## config.mk

```make
export PLATFORM = sky130hd
export DESIGN_NAME = banked_frame_index_map_flat
export DESIGN_NICKNAME = d
export VERILOG_FILES = /design/src/sv/bfim_pkg.sv /design/src/sv/bfim_if.sv /design/src/sv/bfim_ctrl.sv /design/src/sv/bfim_dp.sv /design/src/sv/banked_frame_index_map.sv /design/src/flat_wrapper.sv
export SDC_FILE = /design/constraint.sdc
export NUM_CORES = 1
export LEC_CHECK = 0
export BUFFER_PORTS_ARGS = -buffer_cell sky130_fd_sc_hd__clkbuf_2
export CELL_PAD_IN_SITES_DETAIL_PLACEMENT = 1
export CELL_PAD_IN_SITES_GLOBAL_PLACEMENT = 1
export CORE_ASPECT_RATIO = 0.7
export CORE_UTILIZATION = 30
export CTS_CLUSTER_DIAMETER = 150
export DETAILED_ROUTE_END_ITERATION = 16
export PLACE_DENSITY_LB_ADDON = 0.1
export SETUP_SLACK_MARGIN = 0.3
export SYNTH_ARGS = -nofsm -noshare
export SYNTH_HDL_FRONTEND = slang
export SYNTH_HIERARCHICAL = 1
export SYNTH_SLANG_ARGS = --single-unit
```

## constraint.sdc

```tcl
create_clock -name clk -period 10.78 [get_ports clk]
set_input_delay 0.539 -clock clk [delete_from_list [all_inputs] [get_ports clk]]
set_output_delay 0.539 -clock clk [all_outputs]
set_load 0.02 [all_outputs]
```

## src/sv/bfim_pkg.sv

```systemverilog
// Shared types, widths and codes for the banked frame index map.
package bfim_pkg;

  localparam int DEF_BANKS      = 4;
  localparam int DEF_PAGE_SHIFT = 12;

  localparam int MODE_W    = 2;
  localparam int SEL_W     = 2;
  localparam int BYTE_W    = 32;
  localparam int FRAME_W   = 20;
  localparam int COUNT_W   = 21;
  localparam int VALUE_W   = 23;
  localparam int BCNT_W    = 3;
  localparam int CFG_IDX_W = 1;

  localparam logic [COUNT_W-1:0] COUNT_MAX = {COUNT_W{1'b1}};
  localparam logic [VALUE_W-1:0] VALUE_MAX = {VALUE_W{1'b1}};

  typedef enum logic [MODE_W-1:0] {
    MODE_LOAD  = 2'd0,
    MODE_TRANS = 2'd1,
    MODE_NEXT  = 2'd2
  } mode_t;

  typedef enum logic [CFG_IDX_W-1:0] {
    CFG_BANK_COUNT   = 1'b0,
    CFG_KERNEL_BYTES = 1'b1
  } cfg_reg_t;

  // Datapath commands issued by the sequencer, one per cycle.
  typedef enum logic [3:0] {
    CMD_NONE,
    CMD_CAPTURE,
    CMD_LOAD_ADJ,
    CMD_LOAD_WRITE,
    CMD_SUM_ADD,
    CMD_SUM_DONE,
    CMD_TRANS_SKIP,
    CMD_TRANS_HIT,
    CMD_NEXT_START,
    CMD_NEXT_EXHAUST,
    CMD_NEXT_POINT,
    CMD_NEXT_ENTER,
    CMD_NEXT_ADVANCE,
    CMD_SCAN_SKIP,
    CMD_SCAN_ENTER,
    CMD_PUBLISH
  } cmd_t;

  typedef struct packed {
    logic scan_done;
    logic hit;
    logic count_zero;
    logic walk_exhausted;
    logic walk_started;
    logic walk_out;
    logic walk_end;
    logic out_free;
  } stat_t;

endpackage

```

## src/sv/bfim_if.sv

```systemverilog
// Handshake channels: request words, response words and register writes.
interface bfim_req_if import bfim_pkg::*; ();
  logic                 valid;
  logic                 ready;
  logic [MODE_W-1:0]    mode;
  logic [SEL_W-1:0]     bank_sel;
  logic [BYTE_W-1:0]    bank_address;
  logic [BYTE_W-1:0]    bank_bytes;
  logic [FRAME_W-1:0]   frame_number;

  modport source (output valid, mode, bank_sel, bank_address, bank_bytes, frame_number,
                  input ready);
  modport sink   (input valid, mode, bank_sel, bank_address, bank_bytes, frame_number,
                  output ready);
endinterface

interface bfim_rsp_if import bfim_pkg::*; ();
  logic               valid;
  logic               ready;
  logic [VALUE_W-1:0] value;
  logic               invalid;

  modport source (output valid, value, invalid, input ready);
  modport sink   (input valid, value, invalid, output ready);
endinterface

interface bfim_cfg_if import bfim_pkg::*; ();
  logic                 valid;
  logic                 ready;
  logic [CFG_IDX_W-1:0] index;
  logic [BYTE_W-1:0]    data;

  modport source (output valid, index, data, input ready);
  modport sink   (input valid, index, data, output ready);
endinterface

```

## src/sv/bfim_ctrl.sv

```systemverilog
// Sequencer: steps one request word through load, translate or enumerate.
module bfim_ctrl import bfim_pkg::*; (
  input  logic              clk,
  input  logic              rst,
  input  logic              req_valid,
  input  logic [MODE_W-1:0] req_mode,
  output logic              req_ready,
  input  stat_t             st,
  output cmd_t              op
);

  typedef enum logic [3:0] {
    S_IDLE,
    S_ADJ,
    S_WRITE,
    S_SUM,
    S_TRANS,
    S_NDEC,
    S_NCHK,
    S_NSCAN,
    S_PUB
  } state_t;

  state_t state;
  state_t state_next;

  always_comb begin
    state_next = state;
    op         = CMD_NONE;
    req_ready  = 1'b0;
    unique case (state)
      S_IDLE: begin
        req_ready = 1'b1;
        if (req_valid) begin
          op = CMD_CAPTURE;
          unique case (req_mode)
            MODE_LOAD:  state_next = S_ADJ;
            MODE_TRANS: state_next = S_TRANS;
            MODE_NEXT:  state_next = S_NDEC;
            default:    state_next = S_PUB;
          endcase
        end
      end
      S_ADJ: begin
        op         = CMD_LOAD_ADJ;
        state_next = S_WRITE;
      end
      S_WRITE: begin
        op         = CMD_LOAD_WRITE;
        state_next = S_SUM;
      end
      S_SUM: begin
        if (st.scan_done) begin
          op         = CMD_SUM_DONE;
          state_next = S_PUB;
        end else begin
          op = CMD_SUM_ADD;
        end
      end
      S_TRANS: begin
        // past the last bank the result stays invalid from capture
        if (st.scan_done) begin
          state_next = S_PUB;
        end else if (st.hit) begin
          op         = CMD_TRANS_HIT;
          state_next = S_PUB;
        end else begin
          op = CMD_TRANS_SKIP;
        end
      end
      S_NDEC: begin
        if (st.walk_exhausted) begin
          state_next = S_PUB;
        end else if (!st.walk_started) begin
          op         = CMD_NEXT_START;
          state_next = S_NSCAN;
        end else if (st.walk_out) begin
          op         = CMD_NEXT_EXHAUST;
          state_next = S_PUB;
        end else begin
          op         = CMD_NEXT_POINT;
          state_next = S_NCHK;
        end
      end
      S_NCHK: begin
        if (st.walk_end) begin
          op         = CMD_NEXT_ENTER;
          state_next = S_NSCAN;
        end else begin
          op         = CMD_NEXT_ADVANCE;
          state_next = S_PUB;
        end
      end
      S_NSCAN: begin
        if (st.scan_done) begin
          op         = CMD_NEXT_EXHAUST;
          state_next = S_PUB;
        end else if (st.count_zero) begin
          op = CMD_SCAN_SKIP;
        end else begin
          op         = CMD_SCAN_ENTER;
          state_next = S_PUB;
        end
      end
      S_PUB: begin
        // hold the result until the output register frees up
        if (st.out_free) begin
          op         = CMD_PUBLISH;
          state_next = S_IDLE;
        end
      end
    endcase
  end

  always_ff @(posedge clk) begin
    if (rst) begin
      state <= S_IDLE;
    end else begin
      state <= state_next;
    end
  end

`ifndef SYNTH
  a_accept_leaves_idle: assert property (@(posedge clk) disable iff (rst)
    (req_valid && req_ready) |=> (state != S_IDLE))
    else $error("sequencer stayed idle after taking a request word");

  a_publish_needs_slot: assert property (@(posedge clk) disable iff (rst)
    (op == CMD_PUBLISH) |-> st.out_free)
    else $error("result published over a waiting response word");

  a_step_within_banks: assert property (@(posedge clk) disable iff (rst)
    (op == CMD_SUM_ADD || op == CMD_TRANS_SKIP || op == CMD_SCAN_SKIP) |-> !st.scan_done)
    else $error("bank walk stepped past the last active bank");
`endif

endmodule

```

## src/sv/bfim_dp.sv

```systemverilog
// Datapath: bank table, walk state, config registers and response register.
module bfim_dp import bfim_pkg::*; #(
  parameter int BANKS      = DEF_BANKS,
  parameter int PAGE_SHIFT = DEF_PAGE_SHIFT
) (
  input  logic                 clk,
  input  logic                 rst,
  input  cmd_t                 op,
  output stat_t                st,
  input  logic [SEL_W-1:0]     bank_sel,
  input  logic [BYTE_W-1:0]    bank_address,
  input  logic [BYTE_W-1:0]    bank_bytes,
  input  logic [FRAME_W-1:0]   frame_number,
  input  logic                 cfg_valid,
  input  logic [CFG_IDX_W-1:0] cfg_index,
  input  logic [BYTE_W-1:0]    cfg_data,
  output logic                 cfg_ready,
  output logic                 out_valid,
  input  logic                 out_ready,
  output logic [VALUE_W-1:0]   out_value,
  output logic                 out_invalid
);

  localparam int BW  = (BANKS > 1) ? $clog2(BANKS) : 1;
  localparam int PW  = $clog2(BANKS + 1);
  localparam int AW  = (PAGE_SHIFT + FRAME_W > BYTE_W + 2) ? PAGE_SHIFT + FRAME_W : BYTE_W + 2;
  localparam int LW  = COUNT_W + 1;
  // sum of all bank counts, with room to detect saturation
  localparam int SW  = (COUNT_W + PW > VALUE_W + 1) ? COUNT_W + PW : VALUE_W + 1;
  localparam logic [PAGE_SHIFT:0] PAGE = {1'b1, {PAGE_SHIFT{1'b0}}};

  // configuration
  logic [BCNT_W-1:0] bank_count;
  logic [BYTE_W-1:0] kernel_bytes;

  // bank table
  logic [FRAME_W-1:0] bank_first_frame [BANKS];
  logic [COUNT_W-1:0] bank_frame_count [BANKS];

  // enumerator
  logic [BW-1:0]      walk_bank;
  logic [FRAME_W-1:0] walk_frame;
  logic               walk_started;
  logic               walk_exhausted;

  // captured word and work registers
  logic [SEL_W-1:0]   sel_q;
  logic [BYTE_W:0]    addr_q;
  logic [BYTE_W-1:0]  size_q;
  logic [FRAME_W-1:0] frame_q;
  logic [PW-1:0]      ptr;
  logic [SW-1:0]      acc;
  logic [VALUE_W-1:0] res_value;
  logic               res_invalid;

  logic [PW-1:0]         nb;
  logic [BW-1:0]         ridx;
  logic                  rd_ok;
  logic [FRAME_W-1:0]    rd_first;
  logic [COUNT_W-1:0]    rd_cnt;
  logic [SW-1:0]         hit_index;
  logic [FRAME_W-1:0]    walk_off;
  logic [FRAME_W-1:0]    walk_inc;
  logic [BYTE_W-1:0]     kern_add;
  logic [BYTE_W-1:0]     adj_size;
  logic [PAGE_SHIFT-1:0] rem;
  logic [PAGE_SHIFT:0]   radd;
  logic [AW-1:0]         addr_r;
  logic [BYTE_W-1:0]     size_r;
  logic [BYTE_W-1:0]     size_pg;
  logic [FRAME_W-1:0]    new_first;
  logic [COUNT_W-1:0]    new_cnt;
  logic                  sel_ok;
  logic [BW-1:0]         widx;

  always_comb begin
    if (32'(bank_count) < BANKS) begin
      nb = PW'(bank_count);
    end else begin
      nb = PW'(BANKS);
    end
  end

  // single read port on the bank table, addressed by the walk pointer
  assign ridx     = ptr[BW-1:0];
  assign rd_ok    = ptr < PW'(BANKS);
  assign rd_first = rd_ok ? bank_first_frame[ridx] : '0;
  assign rd_cnt   = rd_ok ? bank_frame_count[ridx] : '0;

  assign hit_index = acc + SW'(frame_q - rd_first);
  assign walk_off  = walk_frame - rd_first;
  assign walk_inc  = walk_frame + FRAME_W'(1);

  // load: kernel reservation on bank zero
  assign kern_add = (sel_q == '0) ? kernel_bytes : '0;
  assign adj_size = (size_q >= kern_add) ? size_q - kern_add : '0;

  // load: page rounding of the adjusted bank
  assign rem       = addr_q[PAGE_SHIFT-1:0];
  assign radd      = (rem == '0) ? '0 : PAGE - (PAGE_SHIFT + 1)'(rem);
  assign addr_r    = AW'(addr_q) + AW'(radd);
  assign size_r    = (size_q >= BYTE_W'(radd)) ? size_q - BYTE_W'(radd) : '0;
  assign size_pg   = size_r >> PAGE_SHIFT;
  assign new_first = addr_r[PAGE_SHIFT +: FRAME_W];
  assign new_cnt   = (size_pg > BYTE_W'(COUNT_MAX)) ? COUNT_MAX : size_pg[COUNT_W-1:0];
  assign sel_ok    = 32'(sel_q) < BANKS;
  assign widx      = BW'(sel_q);

  always_comb begin
    st.scan_done      = ptr >= nb;
    st.hit            = (frame_q >= rd_first) &&
                        (LW'(frame_q) < LW'(rd_first) + LW'(rd_cnt));
    st.count_zero     = rd_cnt == '0;
    st.walk_exhausted = walk_exhausted;
    st.walk_started   = walk_started;
    st.walk_out       = PW'(walk_bank) >= nb;
    st.walk_end       = (COUNT_W'(walk_off) + COUNT_W'(1)) >= rd_cnt;
    st.out_free       = !out_valid || out_ready;
  end

  assign cfg_ready = 1'b1;

  // control state: config, bank table, enumerator, walk pointer, response valid
  always_ff @(posedge clk) begin
    if (rst) begin
      bank_count     <= BCNT_W'(1);
      kernel_bytes   <= '0;
      for (int i = 0; i < BANKS; i++) begin
        bank_first_frame[i] <= '0;
        bank_frame_count[i] <= '0;
      end
      walk_bank      <= '0;
      walk_frame     <= '0;
      walk_started   <= 1'b0;
      walk_exhausted <= 1'b0;
      ptr            <= '0;
      out_valid      <= 1'b0;
    end else begin
      if (cfg_valid) begin
        unique case (cfg_index)
          CFG_BANK_COUNT:   bank_count   <= cfg_data[BCNT_W-1:0];
          CFG_KERNEL_BYTES: kernel_bytes <= cfg_data;
        endcase
      end
      if (op == CMD_LOAD_WRITE && sel_ok) begin
        bank_first_frame[widx] <= new_first;
        bank_frame_count[widx] <= new_cnt;
      end
      case (op)
        CMD_CAPTURE:      ptr <= '0;
        CMD_SUM_ADD,
        CMD_TRANS_SKIP,
        CMD_SCAN_SKIP,
        CMD_NEXT_ENTER:   ptr <= ptr + PW'(1);
        CMD_NEXT_POINT:   ptr <= PW'(walk_bank);
        CMD_NEXT_START: begin
          walk_started <= 1'b1;
          ptr          <= '0;
        end
        CMD_NEXT_EXHAUST: walk_exhausted <= 1'b1;
        CMD_NEXT_ADVANCE: walk_frame     <= walk_inc;
        CMD_SCAN_ENTER: begin
          walk_bank  <= ridx;
          walk_frame <= rd_first;
        end
        default: ;
      endcase
      if (op == CMD_PUBLISH) begin
        out_valid <= 1'b1;
      end else if (out_ready) begin
        out_valid <= 1'b0;
      end
    end
  end

  // payload: captured word, accumulator, result and response word
  always_ff @(posedge clk) begin
    case (op)
      CMD_CAPTURE: begin
        sel_q       <= bank_sel;
        addr_q      <= {1'b0, bank_address};
        size_q      <= bank_bytes;
        frame_q     <= frame_number;
        acc         <= '0;
        res_value   <= '0;
        res_invalid <= 1'b1;
      end
      CMD_LOAD_ADJ: begin
        addr_q <= addr_q + (BYTE_W + 1)'(kern_add);
        size_q <= adj_size;
      end
      CMD_SUM_ADD,
      CMD_TRANS_SKIP:   acc <= acc + SW'(rd_cnt);
      CMD_SUM_DONE: begin
        res_value   <= (acc > SW'(VALUE_MAX)) ? VALUE_MAX : acc[VALUE_W-1:0];
        res_invalid <= 1'b0;
      end
      CMD_TRANS_HIT: begin
        res_value   <= hit_index[VALUE_W-1:0];
        res_invalid <= 1'b0;
      end
      CMD_NEXT_ADVANCE: begin
        res_value   <= VALUE_W'(walk_inc);
        res_invalid <= 1'b0;
      end
      CMD_SCAN_ENTER: begin
        res_value   <= VALUE_W'(rd_first);
        res_invalid <= 1'b0;
      end
      CMD_PUBLISH: begin
        out_value   <= res_value;
        out_invalid <= res_invalid;
      end
      default: ;
    endcase
  end

`ifndef SYNTH
  a_exhaust_sticks: assert property (@(posedge clk) disable iff (rst)
    walk_exhausted |=> walk_exhausted)
    else $error("enumerator left the exhausted state without reset");

  a_publish_loads_word: assert property (@(posedge clk) disable iff (rst)
    (op == CMD_PUBLISH) |=> (out_valid && out_value == $past(res_value)))
    else $error("published result missing from the response word");

  a_ptr_bounded: assert property (@(posedge clk) disable iff (rst)
    ptr <= PW'(BANKS))
    else $error("bank walk pointer beyond the bank table");
`endif

endmodule

```

## src/sv/banked_frame_index_map.sv

```systemverilog
// Banked frame index map. Holds up to BANKS memory banks as first page frame and frame
// count, loads a bank (kernel bytes removed from bank zero, rounded to 2^PAGE_SHIFT-byte
// pages) and returns the saturated frame total, translates a frame number to its dense
// index across the active banks, or steps an enumerator over every frame of every
// nonempty bank; the invalid flag marks a frame outside all banks, an exhausted walk or
// a spare-mode request. One request word is in work at a time. The bank walk reads one
// bank a cycle through the single read port of the bank table. The response word sits in
// an output register, so a new request word is taken while the last response still waits.
// Register writes are always accepted and must only arrive while no request is in work.
module banked_frame_index_map import bfim_pkg::*; #(
  parameter int BANKS      = DEF_BANKS,
  parameter int PAGE_SHIFT = DEF_PAGE_SHIFT
) (
  input logic         clk,
  input logic         rst,
  bfim_req_if.sink    req,
  bfim_rsp_if.source  rsp,
  bfim_cfg_if.sink    cfg
);

  cmd_t  op;
  stat_t st;

  bfim_ctrl u_ctrl (
    .clk       (clk),
    .rst       (rst),
    .req_valid (req.valid),
    .req_mode  (req.mode),
    .req_ready (req.ready),
    .st        (st),
    .op        (op)
  );

  bfim_dp #(
    .BANKS      (BANKS),
    .PAGE_SHIFT (PAGE_SHIFT)
  ) u_dp (
    .clk          (clk),
    .rst          (rst),
    .op           (op),
    .st           (st),
    .bank_sel     (req.bank_sel),
    .bank_address (req.bank_address),
    .bank_bytes   (req.bank_bytes),
    .frame_number (req.frame_number),
    .cfg_valid    (cfg.valid),
    .cfg_index    (cfg.index),
    .cfg_data     (cfg.data),
    .cfg_ready    (cfg.ready),
    .out_valid    (rsp.valid),
    .out_ready    (rsp.ready),
    .out_value    (rsp.value),
    .out_invalid  (rsp.invalid)
  );

endmodule

```

## src/flat_wrapper.sv

```systemverilog
// flat-port wrapper written by rule: the top's interface ports become plain ports
module banked_frame_index_map_flat import bfim_pkg::*;
#(
  parameter int BANKS      = DEF_BANKS,
  parameter int PAGE_SHIFT = DEF_PAGE_SHIFT
)
  (clk, rst, req_valid, req_mode, req_bank_sel, req_bank_address, req_bank_bytes, req_frame_number, req_ready, rsp_valid, rsp_value, rsp_invalid, rsp_ready, cfg_valid, cfg_index, cfg_data, cfg_ready);
  bfim_req_if req_i ();
  bfim_rsp_if rsp_i ();
  bfim_cfg_if cfg_i ();
  input logic clk;
  input logic rst;
  input wire logic [$bits(req_i.valid)-1:0] req_valid;
  input wire logic [$bits(req_i.mode)-1:0] req_mode;
  input wire logic [$bits(req_i.bank_sel)-1:0] req_bank_sel;
  input wire logic [$bits(req_i.bank_address)-1:0] req_bank_address;
  input wire logic [$bits(req_i.bank_bytes)-1:0] req_bank_bytes;
  input wire logic [$bits(req_i.frame_number)-1:0] req_frame_number;
  output wire logic [$bits(req_i.ready)-1:0] req_ready;
  output wire logic [$bits(rsp_i.valid)-1:0] rsp_valid;
  output wire logic [$bits(rsp_i.value)-1:0] rsp_value;
  output wire logic [$bits(rsp_i.invalid)-1:0] rsp_invalid;
  input wire logic [$bits(rsp_i.ready)-1:0] rsp_ready;
  input wire logic [$bits(cfg_i.valid)-1:0] cfg_valid;
  input wire logic [$bits(cfg_i.index)-1:0] cfg_index;
  input wire logic [$bits(cfg_i.data)-1:0] cfg_data;
  output wire logic [$bits(cfg_i.ready)-1:0] cfg_ready;
  assign req_i.valid = req_valid;
  assign req_i.mode = req_mode;
  assign req_i.bank_sel = req_bank_sel;
  assign req_i.bank_address = req_bank_address;
  assign req_i.bank_bytes = req_bank_bytes;
  assign req_i.frame_number = req_frame_number;
  assign req_ready = req_i.ready;
  assign rsp_valid = rsp_i.valid;
  assign rsp_value = rsp_i.value;
  assign rsp_invalid = rsp_i.invalid;
  assign rsp_i.ready = rsp_ready;
  assign cfg_i.valid = cfg_valid;
  assign cfg_i.index = cfg_index;
  assign cfg_i.data = cfg_data;
  assign cfg_ready = cfg_i.ready;
  banked_frame_index_map #(.BANKS(BANKS), .PAGE_SHIFT(PAGE_SHIFT)) u_core (.clk(clk), .rst(rst), .req(req_i), .rsp(rsp_i), .cfg(cfg_i));
endmodule
```

==> results of run 1 <==
[synth_stat cells (15+ instances only)]
cell type | count | area (sq um)
o21bai_1 | 26 | 195
nor2b_1 | 45 | 282
ha_1 | 231 | 2890
inv_1 | 144 | 541
nor2_1 | 303 | 1140
o211ai_1 | 18 | 135
xnor2_1 | 122 | 1070
and3_1 | 21 | 131
o21ai_0 | 158 | 791
nand2b_1 | 81 | 507
a21oi_1 | 206 | 1030
or2_2 | 15 | 93.8
a21o_1 | 72 | 541
mux4_2 | 40 | 901
or3_1 | 19 | 119
dfxtp_1 | 69 | 1380
o21a_1 | 32 | 240
edfxtp_1 | 318 | 9550
nand3_1 | 55 | 275
nand4_1 | 31 | 194
a31oi_1 | 21 | 131
nand2_1 | 277 | 1040
nor3_1 | 39 | 195
clkbuf_1 | 75 | 282
xor2_1 | 103 | 902
[metrics by stage]
stage / power [mW] / hold WS [ns] / std cells
after floorplan: 7.16 / 0.400 / 2789
after global placement: 9.15 / 0.404 / 4037
after detailed placement: 9.30 / 0.406 / 4037
after CTS: 11.0 / 0.0511 / 4124
after global routing: 11.8 / 0.0628 / 4124
final: 11.0 / 0.100 / 4126
[cell type report]
cell class	count	area, sq um	share of cell area
sequential	387	10900	0.360
antenna	2	5.00	0.000165
inverter	146	548	0.0180
multi-input combinational	2158	14900	0.491
clock buffer	63	1270	0.0417
clock inverter	24	243	0.00798
timing repair buffer	184	1030	0.0338
tap	1162	1450	0.0478
[power groups by stage]
stage	clock [mW]	combinational, mW	sequential, mW
global route	1.72	7.22	2.85
detailed placement	0	6.48	2.82
finish	1.62	6.56	2.80
floorplan	0	4.57	2.59
CTS	1.68	6.53	2.80
global placement	0	6.33	2.81
[layer usage]
metal  global-route usage  wire [um]
met3               0.0365       5570
met4               0.0384       1420
met2                0.294      38200
met1                0.346      53100
met5                    0          0
[cells by family (layout without fill, tap and decap cells)]
kind of cell,Yosys count,count (layout)
DFF,387,387
other,2,5
AOI/OAI and AO/OA,670,670
adders and majority gates,238,238
buffers and inverters,244,417
xor gates and xnor gates,225,225
muxes,47,47
and+or+nand+nor,975,975
[state kept, by name, summed over array words and instances (netlist names), named ones only]
| signal | count |
|---|---|
| u_core/u_dp/addr_q | 32 |
| u_core/u_dp/acc | 24 |
| u_core/u_dp/kernel_bytes | 32 |
| u_core/u_dp/walk_frame | 20 |
| u_core/u_dp/walk_bank | 2 |
| u_core/u_dp/walk_exhausted | 1 |
| u_core/u_dp/frame_q | 20 |
| u_core/u_dp/out_invalid | 1 |
| u_core/u_ctrl/state | 4 |
| u_core/u_dp/res_value | 23 |
| u_core/u_dp/bank_frame_count | 80 |
| u_core/u_dp/walk_started | 1 |
| u_core/u_dp/ptr | 3 |
| u_core/u_dp/out_value | 23 |
| u_core/u_dp/out_valid | 1 |
| u_core/u_dp/res_invalid | 1 |
| u_core/u_dp/sel_q | 2 |
| u_core/u_dp/bank_first_frame | 80 |
| u_core/u_dp/bank_count | 3 |
| u_core/u_dp/size_q | 32 |
[how the worst min path moves through the flow]
stage / start / endpoint / slack (ns) / cells after the start
after floorplan: u_core/u_dp/res_invalid / u_core/u_dp/out_invalid / 0.40 / 0
after global placement: u_core/u_dp/res_value[11] / u_core/u_dp/out_value[11] / 0.40 / 0
after detailed placement: u_core/u_dp/res_value[15] / u_core/u_dp/out_value[15] / 0.41 / 0
after CTS: req_frame_number[4] / u_core/u_dp/frame_q[4] / 0.05 / 1
after global routing: req_frame_number[13] / u_core/u_dp/frame_q[13] / 0.06 / 1
final: req_frame_number[13] / u_core/u_dp/frame_q[13] / 0.10 / 1
==> results_dict.tcl, run 1 <==
set metrics [dict create \
    fin_setup_tns_ns 0 \
    synth_top_family_by_area "simple AND/OR/NAND/NOR gates" \
    cts_setup_buffers 0 \
    seqPwrFrac 0.255 \
    synth.avg_cell_area_sq_um 9.62 \
    drtPass1Iterations 5 \
    tightest_slew_ns 1.13 \
    finalCriticalPeriod_ns 9.52 \
    critical_path_class "reg -> reg" \
    grt_pass1_wl_mm 146 \
    ir_drop_uv 265 \
    core_area_sq_mm 0.0882 \
    drv_cap 0 \
    clk_latency_ns 0.62 \
    worst_ep_arrival_time_ns 9.95 \
    muxShareOfSynthArea 0.0364 \
    mostFrequentLayoutCells "edfxtp_1 (318), nor2_1 (300), nand2_1 (276), ha_1 (231), a21oi_1 (206)" \
    p_sw_mw 5.32 \
    cts_tree "done" \
    finalCritPeriodShare 0.883 \
    slew_violations 0 \
    cp_max_fo 51 \
    yosysWarnings 6 \
    ys.flop_type "edfxtp_1" \
    synth_fa_ha_area_frac 0.113 \
    crit_path_start_kind "flop" \
    p_int_mw 5.66 \
    gp_congestion 0.891 \
    ys_seq_area_frac 0.408 \
    dp_hpwl_mm 77.8 \
    outcome "complete, no violations" \
    antenna_found_initial 4 \
    start_util 0.304 \
    clock_sinks 387 \
    nNetsFinal 3288 \
    grt_usage 0.215 \
    setup-violations-final 0 \
    reg2reg_slack_ns 1.26 \
    drc_errors 0 \
    crit_top_cell "o31ai_1" \
    cts_made_buffers 47 \
    final_hold_viol_count 0 \
    slowest_delay_ns 0.61 \
    worst-path-buf-inv 1 \
    ant_nets 0 \
    min-delay-path-class "in -> reg" \
    worst-path-stages 29 \
    holdBufCountCts 0 \
    worstPathRequired_ns 11.22 \
    critical-path-top-delay-family "compound AO/OA/AOI/OAI gates" \
    comb_power_share 0.598 \
    p_leak_nw 12.4 \
    powerDensity_mw_per_mm2 361 \
    viasPerCell 5.33 \
    rr_endpoint "u_core/u_dp/size_q[4]" \
    clkSlewWorstSetupHoldPaths_ns 0.07 \
    fin_util 0.345 \
    cts_max_path_buffers 3 \
    worstSetupEndpoint "u_core/u_dp/size_q[4]" \
    timing.final.ws_setup_ns 1.26 \
    synth_compound_area_frac 0.157 \
    yosys_register_bits 387 \
    netlist_area_sq_mm 0.0268 \
    cp-end-kind "flop" \
    rsz0062_at_grt "no" \
    n_fill_cell 9998 \
    synth_edf_count 318 \
    num_vias 22000 \
    syn_to_final_growth_pct 13.4 \
    io_pins 153 \
    first_iter_violations 1807 \
    drive_gt1_frac 0.116 \
    cts_max_level 2 \
    slowest_stage "dfxtp_2" \
    die_area_sq_mm 0.0906 \
    die_x_um 359 \
    skew_ns 0.0237 \
    port_buffers 151 \
    dieHeight_um 252 \
    cts_root_buf "clkbuf_16" \
    final_common_cell "edfxtp_1" \
    relSlewSlack 0.241 \
    synth-xor-area-share 0.0735 \
    switching_share 0.485 \
    ys_async_sr_fraction 0 \
    grt_max_degree 65 \
    clockPowerShare 0.147 \
    grt_overflow 0 \
    post-place-ws_ns 1.41 \
    ff2ff_path_depth 29 \
    fmax_ghz 0.105 \
    cts_resized 0 \
    synth_cells 2788 \
    placed_cell_area_sq_mm 0.0289 \
    rows 91 \
    routedWlPerCell_um 23.8 \
    grt_pass1_vias 22300 \
    synthSimpleGateAreaFrac 0.175 \
    totalWireLength_mm 98.3 \
    design_area_sq_mm 0.0304 \
    synth_cell_types 95 \
]
Power figures use the tool's default switching activity.
==> run 2, diff against run 1 <==
- PLACE_DENSITY: default -> 0.64
- PLACE_DENSITY_LB_ADDON: 0.1 -> default
- SYNTH_HIERARCHICAL: 1 -> default
==> results_dict.tcl, run 2 <==
set metrics [dict create \
    antenna_found_initial 1 \
    min-delay-path-class "in -> reg" \
    p_leak_nw 12.6 \
    netlist_area_sq_mm 0.0272 \
    grt_pass1_vias 22300 \
    ir_drop_uv 195 \
    switching_share 0.477 \
    p_sw_mw 4.95 \
    cts_max_path_buffers 3 \
    min_from "req_frame_number[8]" \
    grt_pass1_wl_mm 143 \
    yosys.cell_count.top_type "nand2_1" \
    seqPwrFrac 0.255 \
    dp_hpwl_mm 73.5 \
    ff2ff_path_depth 24 \
    tightest_slew_ns 1.24 \
    grt_overflow 0 \
    wl_met1_mm 49.5 \
    comb_power_share 0.583 \
    reg2reg_slack_ns 2.46 \
    powerDensity_mw_per_mm2 335 \
    drc_errors 0 \
    cts_max_level 2 \
    dp_cells 4168 \
    relSlewSlack 0.173 \
    port_buffers 151 \
    syn_to_final_growth_pct 14.0 \
    finalCriticalPeriod_ns 8.32 \
    cts_made_buffers 47 \
    synth_edf_count 318 \
    yosysWarnings 0 \
    holdBufCountCts 0 \
    clk_latency_ns 0.62 \
    die_area_sq_mm 0.0919 \
    finalCritPeriodShare 0.771 \
    fmax_ghz 0.120 \
    synth_top_area_share 0.351 \
    io_pins 153 \
    clkSlewWorstSetupHoldPaths_ns 0.05 \
    final_common_cell "nand2_1" \
    ys_async_sr_fraction 0 \
    crit_path_start_kind "flop" \
    slew_violations 0 \
    dieHeight_um 254 \
    critical_path_class "reg -> reg" \
    holdPathStages 1 \
    final_cell_count_no_fill 4255 \
    synth_cell_types 91 \
    met3_length_mm 5.02 \
    wl_met2_mm 38.4 \
    first_iter_violations 1865 \
    drive_gt1_frac 0.120 \
    worstHoldEndpoint "u_core.u_dp.frame_q[8]" \
    num_vias 22500 \
    p_int_mw 5.44 \
    skew_ns 0.0204 \
    mostFrequentLayoutCells "nand2_1 (333), edfxtp_1 (318), nor2_1 (313), ha_1 (231), a21oi_1 (195)" \
    viasPerCell 5.30 \
    cp-end-kind "flop" \
    yosys-top-cells-area "edfxtp_1 (35%), ha_1 (11%), dfxtp_1 (5.1%), nand2_1 (4.7%), nor2_1 (4.3%)" \
    routedWlPerCell_um 22.2 \
    yosys_register_bits 387 \
    cts_root_buf "clkbuf_16" \
    rows 92 \
    gp_congestion 0.893 \
    cts_setup_buffers 0 \
    fin_setup_tns_ns 0 \
    die_x_um 362 \
    outcome "complete, no violations" \
    ys_seq_area_frac 0.402 \
    final_hold_viol_count 0 \
    worstPathRequired_ns 11.00 \
    synth.avg_cell_area_sq_um 9.54 \
    fin_util 0.345 \
    cp_max_fo 24 \
    rr_endpoint "u_core.u_dp.res_value[3]" \
    rsz0062_at_grt "no" \
    top_layer "met4" \
    cts_tree "done" \
    ant_nets 0 \
    synth_commonest_cells "nand2_1 (340), edfxtp_1 (318), nor2_1 (315), ha_1 (231), a21oi_1 (195)" \
    yosys.area.top_type "edfxtp_1" \
    cts_resized 0 \
    grt_max_degree 94 \
    nNetsFinal 3359 \
    clockPowerShare 0.162 \
    setup-violations-final 0 \
    ys.flop_type "edfxtp_1" \
    drv_cap 0 \
    totalWireLength_mm 94.5 \
    synth_cells 2852 \
    drtPass1Iterations 5 \
    grt_usage 0.203 \
    start_util 0.303 \
    n_antenna_cell 0 \
    core_area_sq_mm 0.0899 \
    worst_ep_arrival_time_ns 8.54 \
    clock_sinks 387 \
    largestRegisters "u_core.u_dp.bank_first_frame (80), u_core.u_dp.bank_frame_count (80)" \
]
## run 2: cell count changes after synthesis, sizes merged, moves of 15 or more
cell / before / now
o31ai: 13 / 36
a2bb2oi: 0 / 18
nand2b: 81 / 28
o21ai: 161 / 142
nand2: 278 / 341
nand4: 31 / 15
o211ai: 18 / 33
nor3: 41 / 57
## run 2: cell type report
class / instances / area, sq um
Inverter: 146 / 548
Sequential cell: 387 / 10900
Fill cell: 10400 / 58900
Multi-Input combinational cell: 2228 / 15400
Clock inverter: 29 / 334
Tap cell: 1222 / 1530
Clock buffer: 58 / 1260
Timing Repair Buffer: 185 / 1010
## run 2: logic make-up (layout without fill, tap and decap cells)
logic type	after synthesis	after routing	share of synthesized area
muxes	53	53	0.0380
xor gates and xnor gates	200	200	0.0644
adders and majority gates	238	238	0.111
DFF	387	387	0.402
other	2	3	0.000276
and+or+nand+nor	988	988	0.164
buffers and inverters	238	418	0.0340
AOI/OAI and AO/OA	746	746	0.186
## run 2: power by group through the flow
stage	clock [mW]	sequential (mW)	combinational (mW)
after global routing	1.76	2.69	6.66
after global placement	0	2.66	5.87
after CTS	1.73	2.64	6.01
final	1.69	2.65	6.06
after detailed placement	0	2.66	5.97
after floorplan	0	2.50	4.27
## run 2: worst max-delay path, cell delays in order, from the launching register on
cell and delay [ns]:
dfxtp_2 0.78, mux4_2 0.59, and2_1 0.24, ha_1 0.23
fa_1 0.42, nor2b_1 0.24, o211ai_2 0.20, a2111oi_4 0.53
nor3_1 0.12, or4b_4 0.55, nor3b_2 0.29, nand2_2 0.14
or3_1 0.38, xor2_1 0.16, ha_1 0.21, a2111oi_0 0.44
nand2_1 0.12, a21oi_1 0.14, o21ai_0 0.16, nand2_1 0.18
o311ai_4 0.11, buf_4 0.29, a21oi_2 0.18, buf_4 0.30
or3_1 0.89
## run 2: how the worst max path moves through the flow
| stage | endpoint | from | slack, ns |
|---|---|---|---|
| global route | u_core.u_dp.res_value[3] | flop | 1.82 |
| global placement | u_core.u_dp.res_value[1] | flop | 2.77 |
| finish | u_core.u_dp.res_value[3] | flop | 2.46 |
| floorplan | u_core.u_dp.addr_q[0] | flop | 3.62 |
| detailed placement | u_core.u_dp.res_value[3] | flop | 2.50 |
| CTS | u_core.u_dp.res_value[3] | flop | 2.46 |
## run 2: layer usage
metal,GRT usage,vias to the layer above
li1,-,10800
met1,0.322,11200
met2,0.292,496
met3,0.0219,90
met4,0.0403,0
met5,0,-
## run 2: through the flow
step	setup WS (ns)	total power, mW	instance area (sq um)	hold WS, ns
after floorplan	3.62	6.77	27200	0.400
after detailed placement	2.50	8.63	29400	0.405
after global routing	1.82	11.1	31000	0.104
after global placement	2.77	8.52	29400	0.404
final	2.46	10.4	31000	0.112
after CTS	2.46	10.4	31000	0.0783
